[config.mk]
export PLATFORM = sky130hd
export DESIGN_NAME = ils_cell
export DESIGN_NICKNAME = d
export VERILOG_FILES = /design/src/hdl/ils_pkg.sv /design/src/hdl/ils_cell.sv
export SDC_FILE = /design/constraint.sdc
export NUM_CORES = 1
export LEC_CHECK = 0
export ABC_AREA = 1
export BUFFER_PORTS_ARGS = -buffer_cell sky130_fd_sc_hd__buf_2
export CORE_MARGIN = 2
export CORE_UTILIZATION = 43
export CTS_CLUSTER_SIZE = 24
export DETAILED_ROUTE_END_ITERATION = 10
export GPL_ROUTABILITY_DRIVEN = 0
export PLACE_DENSITY = 0.86
export SKIP_LAST_GASP = 1
export SYNTH_ARGS = -nofsm -noshare
export SYNTH_HDL_FRONTEND = slang
export SYNTH_SLANG_ARGS = --single-unit
[constraint.sdc]
create_clock -name i_clk -period 7.2 [get_ports i_clk]
set_input_delay 1.44 -clock i_clk [delete_from_list [all_inputs] [get_ports i_clk]]
set_output_delay 1.44 -clock i_clk [all_outputs]
set_load 0.03 [all_outputs]
[src/hdl/ils_pkg.sv]
// ----------------------------------------------------------------------------
// ils_pkg
// shared sizes, operation and status codes, and the per-cell command beat
// ----------------------------------------------------------------------------
package ils_pkg;

    localparam int DEPTH   = 64;
    localparam int IDX_W   = $clog2(DEPTH);
    localparam int CNT_W   = $clog2(DEPTH + 1);
    // signed compare width, wide enough for an 8-bit position and the count
    localparam int CMP_W   = CNT_W + 8;
    localparam int VAL_W   = 32;
    localparam int KIND_W  = 3;
    localparam int POS_W   = 8;
    localparam int STAT_W  = 2;
    localparam int IN_W    = 48;
    localparam int OUT_W   = 40;

    typedef enum logic [KIND_W-1:0] {
        KIND_READ     = 3'd0,
        KIND_INS_HEAD = 3'd1,
        KIND_INS_TAIL = 3'd2,
        KIND_INS_AT   = 3'd3,
        KIND_DELETE   = 3'd4
    } t_kind;

    typedef enum logic [STAT_W-1:0] {
        ST_DONE  = 2'd0,
        ST_RANGE = 2'd1,
        ST_FULL  = 2'd2
    } t_status;

    // command broadcast to every cell of the chain
    typedef struct packed {
        logic             ins;
        logic             del;
        logic [IDX_W-1:0] sel;
        logic [VAL_W-1:0] value;
    } t_cell_op;

endpackage

[src/hdl/ils_cell.sv]
// ----------------------------------------------------------------------------
// ils_cell
// one list slot: holds a value, takes its left or right neighbor on a shift
// ----------------------------------------------------------------------------
module ils_cell (
    input  logic                       i_clk,
    input  ils_pkg::t_cell_op          i_op,
    input  logic [ils_pkg::IDX_W-1:0]  i_index,
    input  logic [ils_pkg::VAL_W-1:0]  i_left,
    input  logic [ils_pkg::VAL_W-1:0]  i_right,
    output logic [ils_pkg::VAL_W-1:0]  o_value,
    output logic [ils_pkg::VAL_W-1:0]  o_read
);
    import ils_pkg::*;

    logic [VAL_W-1:0] r_value;
    logic [VAL_W-1:0] n_value;

    always_comb begin
        n_value = r_value;
        if (i_op.ins) begin
            if (i_index == i_op.sel) begin
                n_value = i_op.value;
            end else if (i_index > i_op.sel) begin
                n_value = i_left;
            end
        end else if (i_op.del) begin
            if (i_index >= i_op.sel) begin
                n_value = i_right;
            end
        end
    end

    always_ff @(posedge i_clk) begin
        r_value <= n_value;
    end

    assign o_value = r_value;
    // masked value for the shared read bus
    assign o_read  = (i_index == i_op.sel) ? r_value : '0;

endmodule
# Word level (Yosys, flattened, before mapping)

Index checks and enable logic that the tools add are counted.

Register bits: 32

$lt $le $gt $ge: 2
Eq/ne operators: 2
Muxes and demuxes: 6
Reductions and logical operators: 3

Operator list:

| operator           | count |
|---|---|
| $mux 32            | 6 |
| $eq 6x6->1         | 1 |
| $ge 6x6->1         | 1 |
| $gt 6x6->1         | 1 |
| $reduce_bool 2->1  | 2 |
| $ne 3x1->1 const B | 1 |
| $reduce_and 3->1   | 1 |

# Depth between registers and ports, before layout

Depth after elaboration: 4
Depth in mapped cells: 11

# Worst setup path before layout

Ideal clock, no wire load.

Path type: input-to-output
Start: input i_op[35] (netlist name)
End: output o_read[10] (netlist name)
Data arrival time: 2.761 ns
Data required time: 5.760 ns
Setup slack: 2.999 ns
Stages on the path: 8
Path buffers: 2
Path through: inv_1 -> ha_1 -> nand2_1 -> nor2_4 -> nand2_1 -> buf_6 -> buf_2 -> nor2_1

Longest elaborated chain between the ends: 2

RTL lines:

| element            | line           | RTL |
|---|---|---|
| start: declaration | ils_cell.sv:7  | `input ils_pkg::t_cell_op i_op,` |
| $eq 6x6->1         | ils_cell.sv:40 | `assign o_read = (i_index == i_op.sel) ? r_value : '0;` |
| $mux 32            | ils_cell.sv:40 |  |
| end: declaration   | ils_cell.sv:12 | `output logic [ils_pkg::VAL_W-1:0] o_read` |

Every way passes these cells.

# Worst setup path after layout

Start: input i_op[33] (netlist name)
End: output o_read[2] (netlist name)

Same word-level chain as after synthesis.

==> results_tabular.tex <==
\begin{tabular}{lr}
\hline
Metric & Value \\
\hline
\multicolumn{2}{l}{\textbf{Run status}} \\
\quad Status & complete, no violations \\
\multicolumn{2}{l}{\textbf{Worst setup path}} \\
\quad Crit Path Category & primary input to output pin \\
\quad Max stage delay on crit path & 0.90 ns \\
\quad Worst path required time & 5.76 ns \\
\quad Startpoint Class & primary input \\
\quad Kind of end point of the critical path & output pin \\
\quad Total buffers and inverters traversed by the critical path & 4 \\
\quad Dominant delay contributor by cell family on the critical path & simple AND/OR/NAND/NOR gates \\
\quad Crit path DAT & 4.15 ns \\
\quad Biggest fanout along the worst timing path & 65 \\
\quad Critical path's slowest cell & nand2\_2 \\
\quad Cells along the critical path & buf\_2 > inv\_1 > ha\_1 > nand2\_1 > inv\_1 > nand2\_2 > nor2\_1 > buf\_2 \\
\multicolumn{2}{l}{\textbf{Die}} \\
\quad Overall die area & 5860 sq um \\
\quad Area of the core & 5110 sq um \\
\quad Initial core utilization & 44.3\% \\
\quad Die width & 76.6 um \\
\quad I/O pin cnt & between 150 and 200 \\
\quad Die Ht & 76.6 um \\
\quad \# rows & 26 \\
\multicolumn{2}{l}{\textbf{Synthesis}} \\
\quad Synthesized instance count & 342 \\
\quad Total of flip-flops plus latches after synthesis & 32 \\
\quad Largest cells by area after synthesis & edfxtp\_1 42\%, nand2\_1 28\%, inv\_1 7.5\%, nand3\_1 7.3\%, nor2\_1 5.3\% \\
\quad Library cell occupying the most area in the post-synthesis netlist & edfxtp\_1 \\
\quad Top flip-flop cell by instance count after synthesis & edfxtp\_1 \\
\quad Most frequent cells after synthesis & 170 x nand2\_1, 45 x inv\_1, 33 x nand3\_1 \\
\quad Count of warnings emitted by yosys & 0 \\
\quad Number of enable-type register cells in the synthesized netlist & 32 \\
\quad Cell Area, Synth & 2260 sq um \\
\quad Fraction of registers with async set/reset & 0\% \\
\quad Mean Syn Cell Area & between 6 and 7 sq um \\
\quad Most frequent cell after synthesis & nand2\_1 \\
\quad Share of synthesized area occupied by flip-flops and latches & 42.4\% \\
\quad Synth unique cells & 14 \\
\quad Total nets after synthesis & 459 \\
\quad Share of the synthesized area in the top cell type & 42.4\% \\
\multicolumn{2}{l}{\textbf{CTS}} \\
\quad Quantity of gates resized following cts & 0 \\
\quad TritonCTS clock tree & yes \\
\quad Clock-pin slew on the worst setup and hold paths & 0.07 ns \\
\quad Number of H-tree branching levels & 2 \\
\quad Buffers from clock root to sink, at most & 2 \\
\quad Clock sink count & 32 \\
\quad Inserted Clock Buffers & 5 \\
\quad Count of hold buffers inserted by post-cts repair & 0 \\
\quad Total setup buffers inserted after CTS & 0 \\
\quad CTS root buffer & clkbuf\_8 \\
\multicolumn{2}{l}{\textbf{Detailed routing}} \\
\quad DRT iter0 DRCs & 149 \\
\quad Number of vias in the routed layout & 2,674 \\
\quad Routed wire length & around 6800 um \\
\quad Per-cell routed wire length & between 10 and 15 um \\
\quad Routed Antenna Nets & 0 \\
\quad Average vias per placed instance & 4.66 \\
\quad Number of detailed-routing iterations run before antenna repair & 5 \\
\quad Final routed DRC violation total & 0 \\
\multicolumn{2}{l}{\textbf{Layout}} \\
\quad Area taken by multi-input logic gates & 1030 sq um \\
\quad Area growth syn-to-layout & 42.4\% \\
\quad Area taken by flip-flops and latches & between 900 and 1000 sq um \\
\quad Antenna cell count & 0 \\
\quad Final non-filler cell total & 574 \\
\quad Fill cell instance count of the final layout & about 470 \\
\quad Ratio of cells with drive above 1 in the final layout & 36.3\% \\
\quad Post-layout instance area & 3230 sq um \\
\quad Post-route core utilization & 63.2\% \\
\quad Flip-flop count of the largest register after layout & 32 \\
\quad Net total in the final layout & 620 \\
\multicolumn{2}{l}{\textbf{Timing}} \\
\quad Time the worst path needs with I/O delays and setup & 5.59 ns \\
\quad Finish-stage setup viols & 0 \\
\quad Ratio of final minimum period to clock period & 77.6\% \\
\quad Total negative slack for setup checks & 0 ns \\
\quad Final Max Slew Viols & 0 \\
\quad Fmax & 179 MHz \\
\quad Slew at the pin closest to its max-slew limit & roughly 1.2 ns \\
\quad Setup repair after global routing missed its margin & no \\
\quad Final count of hold timing violations & 0 \\
\quad Max-slew headroom & 18.7\% \\
\multicolumn{2}{l}{\textbf{Power and ir drop}} \\
\quad Maximum vdd ir drop & 0.0960 mV \\
\quad Leakage & 2.04 nW \\
\quad Power density cells & 192 nW/um\^{}2 \\
\multicolumn{2}{l}{\textbf{Place}} \\
\quad Post-Place Cells & $\sim$570 \\
\quad Quantity of I/O buffers inserted on ports & 174 \\
\quad Hpwl dp & 5040 um \\
\quad Post-DP Area & 3120 sq um \\
\multicolumn{2}{l}{\textbf{Run}} \\
\quad Max\_cap viols & 0 \\
\multicolumn{2}{l}{\textbf{Min path}} \\
\quad Min-delay src & i\_right[18] \\
\quad Class of the worst hold path & primary input to flop \\
\quad Worst hold path stage count & 3 \\
\quad Hold-critical path endpoint & o\_value[18] \\
\multicolumn{2}{l}{\textbf{Global routing}} \\
\quad Total global routing track utilization & 22.9\% \\
\quad Pin count of the biggest net entering global routing & 66 \\
\quad GRT met2 Usage & 44.9\% \\
\quad Gr busiest metal & met2 \\
\quad Vias in the first global route & approximately 2,500 \\
\quad Number of antenna violations at the first check in global routing & 0 \\
\quad Wire length of the first global-routing pass & 11,000 um \\
\quad Total global routing overflow & 0 \\
\quad Global Route met1 Usage & 24.6\% \\
\quad Met3 track utilization from global routing & 4.62\% \\
\hline
\end{tabular}
-- metrics by stage --
stage	power [mW]	hold WS (ns)	setup slack (ns)
4_1_cts	0.619	1.43	1.65
3_3_place_gp	0.448	1.71	1.82
5_1_grt	0.650	1.42	1.27
3_5_place_dp	0.454	1.71	1.65
6_report	0.618	1.43	1.61
2_1_floorplan	0.382	1.63	3.00
-- worst min-delay path, stage by stage --
cell and delay [ns]:
buf_2 0.08, nand2_1 0.04, nand2_1 0.05
-- power by group --
part           switching (mW)  total (mW)  internal [mW]
Sequential             0.0146       0.257          0.242
Combinational           0.134       0.194         0.0605
Clock                  0.0665       0.167          0.101
Total                   0.215       0.618          0.403
-- cells in the final DEF, fill, tap and decap left out --
| cell | count |
|---|---|
| a21oi_1 | 1 |
| buf_2 | 174 |
| bufinv_16 | 1 |
| clkbuf_8 | 5 |
| clkinv_1 | 2 |
| edfxtp_1 | 32 |
| ha_1 | 6 |
| inv_1 | 45 |
| nand2_1 | 169 |
| nand2_2 | 1 |
| nand3_1 | 33 |
| nor2_1 | 32 |
| nor2_4 | 1 |
| o21bai_1 | 1 |
| or2_2 | 1 |
-- worst max-delay path by stage --
stage / from / to / slack [ns] / depth (start not counted)
finish: i_op[33] / o_read[2] / 1.61 / 8
global route: i_op[33] / o_read[4] / 1.27 / 8
CTS: i_op[33] / o_read[2] / 1.65 / 8
detailed placement: i_op[33] / o_read[2] / 1.65 / 8
global placement: i_op[33] / o_read[15] / 1.82 / 8
floorplan: i_op[35] / o_read[10] / 3.00 / 8
-- final cells by class --
cell class / instances / share of cell area (%)
Sequential cell: 32 / 29.8
Timing Repair Buffer: 174 / 27.0
Inverter: 45 / 5.24
Clock inverter: 3 / 1.16
Clock buffer: 5 / 2.13
Multi-Input combinational cell: 245 / 32.0
Tap cell: 70 / 2.72
-- cell families (layout without fill, tap and decap cells) --
kind of cell	count (synthesis)	in the layout	share of synthesized area, %
compound gates	2	2	0.552
simple gates	237	237	41.5
buf+inv	65	227	12.2
fa+ha+maj	6	6	3.31
flops	32	32	42.4
-- layer usage --
| metal | up-vias | share of wire, % |
|---|---|---|
| met5 | - | 0 |
| met4 | 0 | 1.3 |
| met3 | 8 | 4.9 |
| met2 | 109 | 55 |
| met1 | 1201 | 39 |
| li1 | 1356 | - |
No activity file was read; power rests on OpenSTA's default activity.
